### src/hdl/section_address_translate_unit_assert.svh
// Assertion macros for the section address translation unit.
// Users must declare clock and reset signals in the enclosing module.
`ifndef SECTION_ADDRESS_TRANSLATE_UNIT_ASSERT_SVH
`define SECTION_ADDRESS_TRANSLATE_UNIT_ASSERT_SVH

// Same-cycle implication, checked on every rising clock edge outside reset.
`define SAT_ASSERT_NOW(label, ante, cons, msg) \
   label: assert property (@(posedge clock) disable iff (reset) (ante) |-> (cons)) \
      else $error(msg);

// Next-cycle implication, checked on every rising clock edge outside reset.
`define SAT_ASSERT_NEXT(label, ante, cons, msg) \
   label: assert property (@(posedge clock) disable iff (reset) (ante) |=> (cons)) \
      else $error(msg);

`endif

### src/hdl/sat_pkg.sv
// Shared types and codes for the section address translation unit.
// No dependencies; used by the interfaces, the cell and the top level.
package sat_pkg;

   localparam int unsigned ADDR_WIDTH  = 32;
   localparam int unsigned KIND_WIDTH  = 2;
   localparam int unsigned INDEX_WIDTH = 4;
   localparam int unsigned COUNT_WIDTH = 5;
   localparam int unsigned STAT_WIDTH  = 2;

   localparam logic [KIND_WIDTH-1:0] KIND_WRITE   = 2'd0;
   localparam logic [KIND_WIDTH-1:0] KIND_V2F     = 2'd1;
   localparam logic [KIND_WIDTH-1:0] KIND_F2V     = 2'd2;

   localparam logic [STAT_WIDTH-1:0] ST_WRITTEN = 2'd0;
   localparam logic [STAT_WIDTH-1:0] ST_HEADER  = 2'd1;
   localparam logic [STAT_WIDTH-1:0] ST_FOUND   = 2'd2;
   localparam logic [STAT_WIDTH-1:0] ST_MISS    = 2'd3;

   typedef logic [ADDR_WIDTH-1:0] addr_type;

   // A transaction in flight along the chain of cells, with its partial result.
   typedef struct packed {
      logic [KIND_WIDTH-1:0]  kind;
      logic [INDEX_WIDTH-1:0] entry_index;
      addr_type               entry_virt_base;
      addr_type               entry_virt_size;
      addr_type               entry_raw_base;
      addr_type               entry_raw_size;
      addr_type               address;
      addr_type               translated;
      logic [STAT_WIDTH-1:0]  status;
      logic [INDEX_WIDTH-1:0] hit_section;
      logic                   done;
   } sat_item_type;

endpackage

### src/hdl/sat_cell.sv
// One cell of the section chain: holds one table entry and checks each passing transaction.
// Depends on sat_pkg for the transaction type and codes.
module sat_cell import sat_pkg::*; #(
   parameter int unsigned INDEX = 0
) (
   input  logic                   clock,
   input  logic                   reset,
   input  logic                   advance,
   input  logic [COUNT_WIDTH-1:0] section_count,
   input  logic                   in_valid,
   input  sat_item_type           in_item,
   output logic                   out_valid,
   output sat_item_type           out_item
);

   localparam bit                     IS_FIRST = (INDEX == 0);
   localparam logic [INDEX_WIDTH-1:0] HIT      = INDEX_WIDTH'(INDEX);

   addr_type     virt_base_ff;
   addr_type     virt_end_ff;
   addr_type     raw_base_ff;
   addr_type     raw_end_ff;
   addr_type     delta_v2f_ff;
   addr_type     delta_f2v_ff;
   logic         valid_ff;
   sat_item_type item_ff;
   sat_item_type item_in;
   logic         is_lookup;
   logic         is_fwd;
   logic         active;
   logic         do_write;
   addr_type     from_base;
   addr_type     from_end;
   addr_type     delta;

   assign active   = (32'(section_count) > 32'(INDEX));
   assign do_write = advance && in_valid && (in_item.kind == KIND_WRITE) &&
                     (32'(in_item.entry_index) == 32'(INDEX));

   // The end of each range and the rebasing offsets are worked out when the entry is written.
   always_ff @(posedge clock) begin
      if (do_write) begin
         virt_base_ff <= in_item.entry_virt_base;
         virt_end_ff  <= in_item.entry_virt_base + in_item.entry_virt_size;
         raw_base_ff  <= in_item.entry_raw_base;
         raw_end_ff   <= in_item.entry_raw_base + in_item.entry_raw_size;
         delta_v2f_ff <= in_item.entry_raw_base - in_item.entry_virt_base;
         delta_f2v_ff <= in_item.entry_virt_base - in_item.entry_raw_base;
      end
   end

   always_comb begin
      is_lookup = (in_item.kind == KIND_V2F) || (in_item.kind == KIND_F2V);
      is_fwd    = (in_item.kind == KIND_V2F);
      from_base = is_fwd ? virt_base_ff : raw_base_ff;
      from_end  = is_fwd ? virt_end_ff : raw_end_ff;
      delta     = is_fwd ? delta_v2f_ff : delta_f2v_ff;
      item_in   = in_item;
      if (is_lookup && !in_item.done) begin
         if (IS_FIRST && (in_item.address < from_base)) begin
            item_in.translated = in_item.address;
            item_in.status     = ST_HEADER;
            item_in.done       = 1'b1;
         end else if (active && (in_item.address >= from_base) &&
                      (in_item.address < from_end)) begin
            item_in.translated  = in_item.address + delta;
            item_in.status      = ST_FOUND;
            item_in.hit_section = HIT;
         end
      end
   end

   always_ff @(posedge clock) begin
      if (reset) begin
         valid_ff <= 1'b0;
      end else if (advance) begin
         valid_ff <= in_valid;
      end
   end

   always_ff @(posedge clock) begin
      if (advance) begin
         item_ff <= item_in;
      end
   end

   assign out_valid = valid_ff;
   assign out_item  = item_ff;

endmodule

### config.mk
export PLATFORM = sky130hd
export DESIGN_NAME = sat_cell
export DESIGN_NICKNAME = d
export VERILOG_FILES = /design/src/hdl/section_address_translate_unit_assert.svh /design/src/hdl/sat_pkg.sv /design/src/hdl/sat_cell.sv
export SDC_FILE = /design/constraint.sdc
export NUM_CORES = 1
export LEC_CHECK = 0
export BUFFER_PORTS_ARGS = -buffer_cell sky130_fd_sc_hd__clkbuf_2
export CORE_ASPECT_RATIO = 0.9
export CORE_UTILIZATION = 45
export CTS_BUF_LIST = sky130_fd_sc_hd__clkbuf_8
export DETAILED_ROUTE_END_ITERATION = 8
export PLACE_DENSITY_LB_ADDON = 0.1
export SLEW_MARGIN = 30
export SYNTH_ARGS = -nofsm -noshare
export SYNTH_HDL_FRONTEND = slang
export SYNTH_SLANG_ARGS = --single-unit
### constraint.sdc
create_clock -name clock -period 67.9 [get_ports clock]
set_input_delay 10.185 -clock clock [delete_from_list [all_inputs] [get_ports clock]]
set_output_delay 10.185 -clock clock [all_outputs]
set_load 0.005 [all_outputs]
==> metrics.txt, run 1 <==
hold-fix buffers at CTS=0; clk root buf=clkbuf_8; area growth from synthesis to layout=18.3%; Synth warnings=0; number of global-route vias before repair=16638; WL per Instance=roughly 20 um; Buffers on Ports=around 420; post-synthesis sequential area ratio=0.521; row count=78; final net count=2792; mean post-synth cell area=12.0 um2; total number of vias=16792; first-pass GRT wire length=between 90000 and 100000 um; nature of the critical path endpoint=flip-flop; die extent in y=about 220 um; Synth Register Bits=397; Main synth FF type=edfxtp_1; Core Area=between 50000 and 60000 um2; TritonCTS Buffers=70; Worst slew margin=0.313; startpoint types=primary input; Static Leak=0.0115 uW; GRT overflow=0; Max Cap Viol=0; CTS Buffer Depth=3; CTS tree=yes; final hold violation count=0; clk_lat worst skew=approximately 650 ps; Hold WC Path Type=flip-flop to flip-flop; largest net degree at the start of global routing=between 150 and 200; Final Slew Violations=0; setup violators final=0; Post-synth EDFFs=396; drt total wl=63100 um; critical path type=primary input to flip-flop; WP data required=68230 ps; number of setup buffers added after CTS=0; minimum clock period=15060 ps; DIE AREA=approximately 52000 um2; async set or reset register ratio after synthesis=0; final instance area=27100 um2; Final period util=0.222; H-tree depth=3; Global Route Usage Sum=0.241; drt pass-1 iters=5; post-route non-filler standard cell count=3089; Reg clk slew, reported paths=approximately 60 ps; Die Wd=between 200 and 250 um; Via density=5.44; First DRT Iteration DRCs=1029; dpl hpwl=48700 um; placed insts=between 2000 and 3000; CP peak stage delay=roughly 700 ps; Ant. Diodes=0; Worst-Margin Slew=between 1000 and 1500 ps; fin util=0.538; placer's final routability congestion estimate=~0.91; fill cell count=around 4400; clk_skew=32.4 ps; starting density of the core=0.455; unrepaired setup endpoints after global routing=false; Post-Synthesis Cells=1906; antenna-violating nets left=0; Post-route DRC=0; CP max FO=39; crit-path cells=clkbuf_2 > inv_1 > ha_4 > buf_4 > mux2i_1 > ha_1 > a21o_1 > a21o_1 > a21oi_1 > o21ai_1 > a2111oi_1 > buf_4 > o21a_1 > nand2_1 > nor2_1 > a211oi_1; initial antenna violation count=1; Worst Path Arrival=15390 ps; Resized cells post-CTS=0; Power Dens Cells=22.9 nW/um2; Critical-path top delay cell=nor2_1; io pins=420; Post-Place Cell Area=25700 um2; status=complete, no violations; Cell Area, Synth=22900 um2; Fin Setup TNS=0 ps; Worst VDD drop=16.3 uV; Netlist cell types=83; total clock sinks=397; fmax=0.0664 GHz; syn_nets=2345; share of layout cells above drive strength 1=0.243
-- layout make-up --
| cell class | instances | area [um2] | area share |
|---|---|---|---|
| sequential | 397 | 11900 | 0.440 |
| multi-input combinational | 1346 | 10400 | 0.384 |
| timing repair buffer | 430 | 2220 | 0.0821 |
| clock buffer | 73 | 1000 | 0.0371 |
| tap | 680 | 851 | 0.0314 |
| inverter | 108 | 405 | 0.0150 |
| clock inverter | 55 | 288 | 0.0106 |
-- cell families (layout without fill, tap and decap cells) --
kind of cell	count (synthesis)	after routing	synth area share
adders and majority gates	225	225	0.125
buffers and inverters	163	666	0.0274
muxes	99	99	0.0450
and+or+nand+nor	345	345	0.0734
DFF	397	397	0.521
AOI/OAI and AO/OA	533	533	0.154
xor gates and xnor gates	144	144	0.0551
-- worst paths after layout --
kind | start | end | cells past startpoint | slack [ps]
min reg2reg | out_valid | out_valid | 2 | 500
max | in_item[204] | out_item[32] | 16 | 52840
max reg2reg | virt_end_ff[5] | out_item[32] | 12 | 63580
min | out_valid | out_valid | 2 | 500
-- per-layer routing --
metal / vias to the layer above / share of wire / track usage
met5: - / 0 / 0
met4: 0 / 0.022 / 0.0712
met3: 97 / 0.057 / 0.0446
met2: 550 / 0.42 / 0.352
met1: 8042 / 0.50 / 0.362
li1: 8103 / - / -
-- state kept, by name, summed over array words and instances (netlist names) --
name and flops:
delta_v2f_ff 32, raw_base_ff 32, out_valid 1, out_item 205
delta_f2v_ff 31, raw_end_ff 32, virt_base_ff 32, virt_end_ff 32
-- cell usage in the layout, fill, tap and decap left out, types with 46 or more instances in the layout --
| master | n |
|---|---|
| nand2_1 | 73 |
| edfxtp_1 | 396 |
| o21ai_0 | 73 |
| nor2_1 | 109 |
| xor2_1 | 46 |
| a21oi_1 | 168 |
| a21o_1 | 79 |
| clkbuf_2 | 418 |
| inv_1 | 126 |
| xnor2_1 | 98 |
| clkbuf_8 | 73 |
| ha_1 | 219 |
| mux2i_1 | 68 |
-- Yosys cell counts, types with 7 or more instances --
library cell | instances | share of area
edfxtp_1 | 396 | 0.52
ha_1 | 220 | 0.12
a21oi_1 | 168 | 0.037
nor2_1 | 109 | 0.018
inv_1 | 106 | 0.017
xnor2_1 | 98 | 0.038
a21o_1 | 79 | 0.026
nand2_1 | 73 | 0.012
o21ai_0 | 73 | 0.016
mux2i_1 | 68 | 0.030
xor2_1 | 46 | 0.018
clkbuf_1 | 37 | 0.0061
mux2_2 | 31 | 0.015
o21bai_1 | 29 | 0.0095
nand3_1 | 28 | 0.0061
nand4_1 | 24 | 0.0066
nor2b_1 | 23 | 0.0063
o21a_1 | 23 | 0.0075
o21ai_1 | 23 | 0.0050
a31oi_1 | 19 | 0.0052
and3_1 | 18 | 0.0049
nor3_1 | 16 | 0.0035
a211oi_1 | 15 | 0.0049
nand2b_1 | 14 | 0.0038
buf_2 | 10 | 0.0022
and2_1 | 8 | 0.0022
o22ai_1 | 8 | 0.0022
a21oi_2 | 7 | 0.0027
a221o_1 | 7 | 0.0031
buf_1 | 7 | 0.0011
-- per-stage QoR --
step	hold WS, ps	worst slack [ps]	power, uW
floorplan	485	38040	369
detailed placement	491	52130	416
CTS	508	52790	626
global placement	473	52380	414
global route	552	52540	649
finish	502	52840	619
-- report_power, final --
part           internal [uW]  switching (uW)
clock network            108            99.8
registers                286            2.86
logic                   50.2            72.5
-- critical path: cells and delay by family --
| family | cells | cell delay [ps] |
|---|---|---|
| compound gates | 7 | 1830 |
| fa+ha+maj | 2 | 880 |
| simple gates | 2 | 1100 |
| buf+inv | 4 | 980 |
| mux | 1 | 280 |
No activity file was read; power rests on OpenSTA's default activity.
==> run 2: changes to the inputs <==
- ABC_AREA: default -> 1
- clock period: 67.9 -> 12.1 ns (I/O delays scaled with it)
==> run 2 against run 1 <==
Compared with the run above:
- total power increased to 5.8 times the previous value
- final cell count increased by 28%
- design area increased by 7.7%
- via count increased by 24%
- non-clock buffer count decreased by 3
- critical endpoint is now out_item[3]
==> metrics.txt, run 2 <==
Critical-path top delay cell=buf_4; area growth from synthesis to layout=16.5%; commonest cells after routing, fill and taps aside=689 x nand2_1, 418 x clkbuf_2, 396 x edfxtp_1; fill cell count=5033; drt pass-1 iters=5; drt total wl=79400 um; Synth area leaders=edfxtp_1 48%, ha_1 11%, nand2_1 10%; Global Route Usage Sum=0.279; Worst slew margin=0.478; io pins=420; syn_nets=3192; starting density of the core=0.458; Yosys top cell area share=0.476; Sequential cell area=11900 um2; CTS tree=yes; Ant. Diodes=0; number of global-route vias before repair=20797; initial antenna violation count=3; largest net degree at the start of global routing=189; TritonCTS Buffers=71; first-pass GRT wire length=118000 um; Netlist cell types=50; Die Wd=250 um; Resized cells post-CTS=0; leading cell type in the layout, fill and taps excluded=nand2_1; H-tree depth=3; clk_skew=20.1 ps; antenna-violating nets left=0; Via density=between 5 and 6; clk_lat worst skew=650 ps; row count=81; Fin Setup TNS=0 ps; most used cell, CP=nand2_1; Cell Area, Synth=25000 um2; Post-Route M1 WL=34900 um; hold-fix buffers at CTS=0; CP delay by family, top=simple AND/OR/NAND/NOR gates; share of layout cells above drive strength 1=0.172; number of setup buffers added after CTS=0; Met3 Routed Length=4100 um; Final period util=0.469; Buffers on Ports=roughly 420; startpoint types=primary input; Main synth FF type=edfxtp_1; Final Slew Violations=0; Worst-Margin Slew=783 ps; final worst slack=6420 ps; Worst VDD drop=89.8 uV; placer's final routability congestion estimate=0.971; status=complete, no violations; CP max FO=38; Synth warnings=0; CTS Buffer Depth=3; post-synthesis sequential area ratio=0.476; total clock sinks=397; Power Dens Cells=~120 nW/um2; CP peak stage delay=540 ps; area of the multi-input gates=about 11000 um2; post-route non-filler standard cell count=around 4000; max layer used=met4; die extent in y=226 um; dominant cell type by area after synthesis=edfxtp_1; dpl hpwl=64700 um; Post-route DRC=0; Hold WC Path Type=flip-flop to flip-flop; most numerous cell in the Yosys netlist=nand2_1; mean post-synth cell area=9.08 um2; Place WS=5630 ps; max reg flops=205; minimum clock period=5680 ps; async set or reset register ratio after synthesis=0; setup violators final=0; fmax=0.176 GHz; Post-synth EDFFs=396; WP data required=12510 ps; DIE AREA=56500 um2; GRT overflow=0; Worst Path Arrival=slightly above 6000 ps; Reg clk slew, reported paths=60 ps; placed insts=about 3800; met2 wire len=~38000 um; Synth Register Bits=397; critical path type=primary input to flip-flop; Post-synth top cells=690 x nand2_1, 396 x edfxtp_1, 357 x inv_1; nature of the critical path endpoint=flip-flop; total number of vias=20857; First DRT Iteration DRCs=1240; Core Area=approximately 55000 um2; final net count=about 3600; WL per Instance=20.1 um; Post-Synthesis Cells=around 2800; unrepaired setup endpoints after global routing=false; CP Buf/Inv Count=7; final hold violation count=0; Max Cap Viol=0; Static Leak=0.0138 uW; clk root buf=clkbuf_8
[run 2: worst reg2reg max path, stage by stage, from the launching register on]
cell,delay (ps)
edfxtp_1,340
mux2i_1,80
ha_1,360
nand4_1,130
inv_2,70
nand2_1,120
nor2_1,240
nand2_1,170
nand3_1,190
nand2_1,170
inv_2,470
nand2_4,390
nor2_1,270
nand2_1,130
nand2_1,110
inv_1,40
[run 2: routing by layer]
metal | up-vias | GRT usage
li1 | 10196 | -
met1 | 9837 | 0.362
met2 | 692 | 0.474
met3 | 132 | 0.0387
met4 | 0 | 0.103
met5 | - | 0
[run 2: through the flow]
stage	hold slack [ps]	cell area, um2	power, uW	utilization
finish	469	29100	3580	0.534
global route	489	29100	3750	0.534
CTS	470	29100	3610	0.533
detailed placement	461	27800	2440	0.509
global placement	457	27800	2430	0.509
floorplan	449	25000	2110	-
[run 2: final timing paths]
check / from / end / slack [ps] / depth (start not counted)
worst max-delay path: in_item[204] / out_item[3] / 6420 / 26
worst min-delay path: out_valid / out_valid / 470 / 2
worst max register to register: raw_base_ff[31] / out_item[3] / 8610 / 15
worst min register to register: out_valid / out_valid / 470 / 2
[run 2: final cells by class]
| class | count | share of cell area |
|---|---|---|
| repair buffers | 427 | 0.0759 |
| multi-input cells | 1921 | 0.392 |
| flip-flops and latches | 397 | 0.409 |
| clock buffers | 71 | 0.0335 |
| well taps | 705 | 0.0303 |
| inverters | 379 | 0.0489 |
| clock inverters | 57 | 0.0107 |
[run 2: where the power goes]
| part | total [uW] | internal (uW) | switching (uW) | leakage, uW |
|---|---|---|---|---|
| sequential | 1620 | 1610 | 16.0 | 0.00373 |
| clock | 1160 | 580 | 584 | 0.000714 |
| combinational | 790 | 270 | 520 | 0.00940 |
| total | 3580 | 2460 | 1120 | 0.0138 |
[run 2: kinds of logic (layout without fill, tap and decap cells)]
logic type / Yosys count / after routing / share of synthesized area
muxes: 62 / 62 / 0.0248
AOI/OAI and AO/OA: 445 / 445 / 0.0992
and+or+nand+nor: 1051 / 1051 / 0.169
buffers and inverters: 435 / 934 / 0.0683
adders and majority gates: 225 / 225 / 0.114
DFF: 397 / 397 / 0.476
xor gates and xnor gates: 138 / 138 / 0.0483
==> run 3: changes to the inputs <==
- clock period: 12.1 -> 5.1 ns (I/O delays scaled with it)
==> run 3 against run 2 <==
Compared with the run above:
- register-to-register slack got worse by 6400 ps
- sequential power increased by 140%
- clock power increased by 150%
- first-iteration DRC count about the same
- non-clock buffer count increased by 8
- critical endpoint is now out_item[26]
==> metrics.txt, run 3 (synthesized netlist as in run 2, its figures left out) <==
Critical-path top delay cell=ha_4; hold path cells=2; max reg flops=roughly 200; nature of the critical path endpoint=flip-flop; Max Cap Viol=0; starting density of the core=0.458; Resized cells post-CTS=0; Crit path depth=18; Core Area=54600 um2; most used cell, CP=nand2_1; Total Power=8600 uW; Buffers on Ports=419; CP peak stage delay=440 ps; M2 GR Usage=0.473; drt total wl=80000 um; crit-path cells=clkbuf_2 > ha_4 > buf_4 > mux2i_1 > ha_1 > a21oi_1 > nor2_1 > a211oi_1 > nand2_1 > nand2_1 > nand2_1 > nand2_4 > nand2_4 > buf_4 > nand2_1 > nand3_1 > nand2_1 > nand2_1; dpl hpwl=65200 um; largest net degree at the start of global routing=120; Worst-Margin Slew=895 ps; Worst slew margin=0.404; startpoint types=primary input; Die Wd=250 um; total clock sinks=397; number of global-route vias before repair=20798; Worst VDD drop=about 270 uV; clk_skew=44.6 ps; hold-fix buffers at CTS=0; Via density=around 5.3; minimum clock period=3730 ps; die extent in y=226 um; WHS Endpoint=out_valid; Fin Setup TNS=0 ps; Worst Path Arrival=4110 ps; share of layout cells above drive strength 1=0.174; H-tree depth=3; commonest cells after routing, fill and taps aside=689 x nand2_1, 418 x clkbuf_2, 396 x edfxtp_1; Final period util=0.731; CP startpoint=in_item[203]; final hold violation count=0; GRT overflow=0; GR peak layer=met2; met1 usage=0.365; placer's final routability congestion estimate=approximately 0.92; TritonCTS Buffers=between 70 and 80; WL per Instance=20.2 um; CP max FO=26; Post-Place Cell Area=27900 um2; fmax=0.268 GHz; WP data required=5480 ps; R2R Path End=out_item[26]; initial antenna violation count=2; first-pass GRT wire length=118000 um; setup violators final=0; Global Route Usage Sum=0.280; Final Slew Violations=0; status=complete, no violations; Post-route DRC=0; CP Buf/Inv Count=3; fill cell count=5095; Reg clk slew, reported paths=50 ps; antenna-violating nets left=0; worst-case reg-to-reg path depth=15; First DRT Iteration DRCs=1239; r2r setup slk=roughly 2200 ps; CP delay by family, top=simple AND/OR/NAND/NOR gates; io pins=420; reg2reg start=raw_end_ff[5]; unrepaired setup endpoints after global routing=false; leading cell type in the layout, fill and taps excluded=nand2_1; total number of vias=20819; row count=81; CTS tree=yes; area growth from synthesis to layout=17.1%; Static Leak=0.0139 uW; HP Start=reset; final net count=3645; clk root buf=clkbuf_8; CTS Buffer Depth=3; met3 Use GR=0.0367; final instance area=29300 um2; Power Dens Cells=294 nW/um2; critical path type=primary input to flip-flop; drt pass-1 iters=5; DIE AREA=56500 um2; Hold WC Path Type=primary input to flip-flop; fin util=0.536; clk_lat worst skew=670 ps; number of setup buffers added after CTS=0
run 3: cell count changes in the layout (fill, tap and decap cells not counted), sizes merged:
cell    before  now
buf          9   16
bufinv       1    3
clkbuf     489  494
clkinv      31   21
diode        0    1
inv        400  401
run 3: report_power, final:
part / internal, uW / switching (uW) / total, uW
logic: 648 / 1240 / 1890
registers: 3810 / 37.5 / 3850
clock network: 1520 / 1340 / 2860
total: 5980 / 2620 / 8600
run 3: cell type report:
type	count	area, um2	area share
sequential	397	11900	0.407
clock buffer	75	1030	0.0353
antenna	1	2.50	0.0000855
timing repair buffer	435	2260	0.0773
inverter	379	1450	0.0494
multi-input combinational	1921	11400	0.390
clock inverter	50	312	0.0106
tap	705	882	0.0301
run 3: layer usage:
layer / share of wire / vias to the layer above
met5: 0 / -
li1: - / 10224
met3: 0.052 / 135
met1: 0.44 / 9770
met4: 0.034 / 0
met2: 0.47 / 690
run 3: metrics by stage:
step,std cells,worst slack (ps),hold slack [ps]
final,3963,1370,285
after global routing,3962,1110,258
after CTS,3962,1390,231
after detailed placement,3837,716,456
after global placement,3837,873,453
after floorplan,2753,-2400,449
run 3: worst max path at each step:
stage                     slack, ps                to
after floorplan               -2400  delta_f2v_ff[10]
after global placement          870      out_item[38]
after detailed placement        720      out_item[31]
after CTS                      1390      out_item[26]
after global routing           1110      out_item[29]
final                          1370      out_item[26]
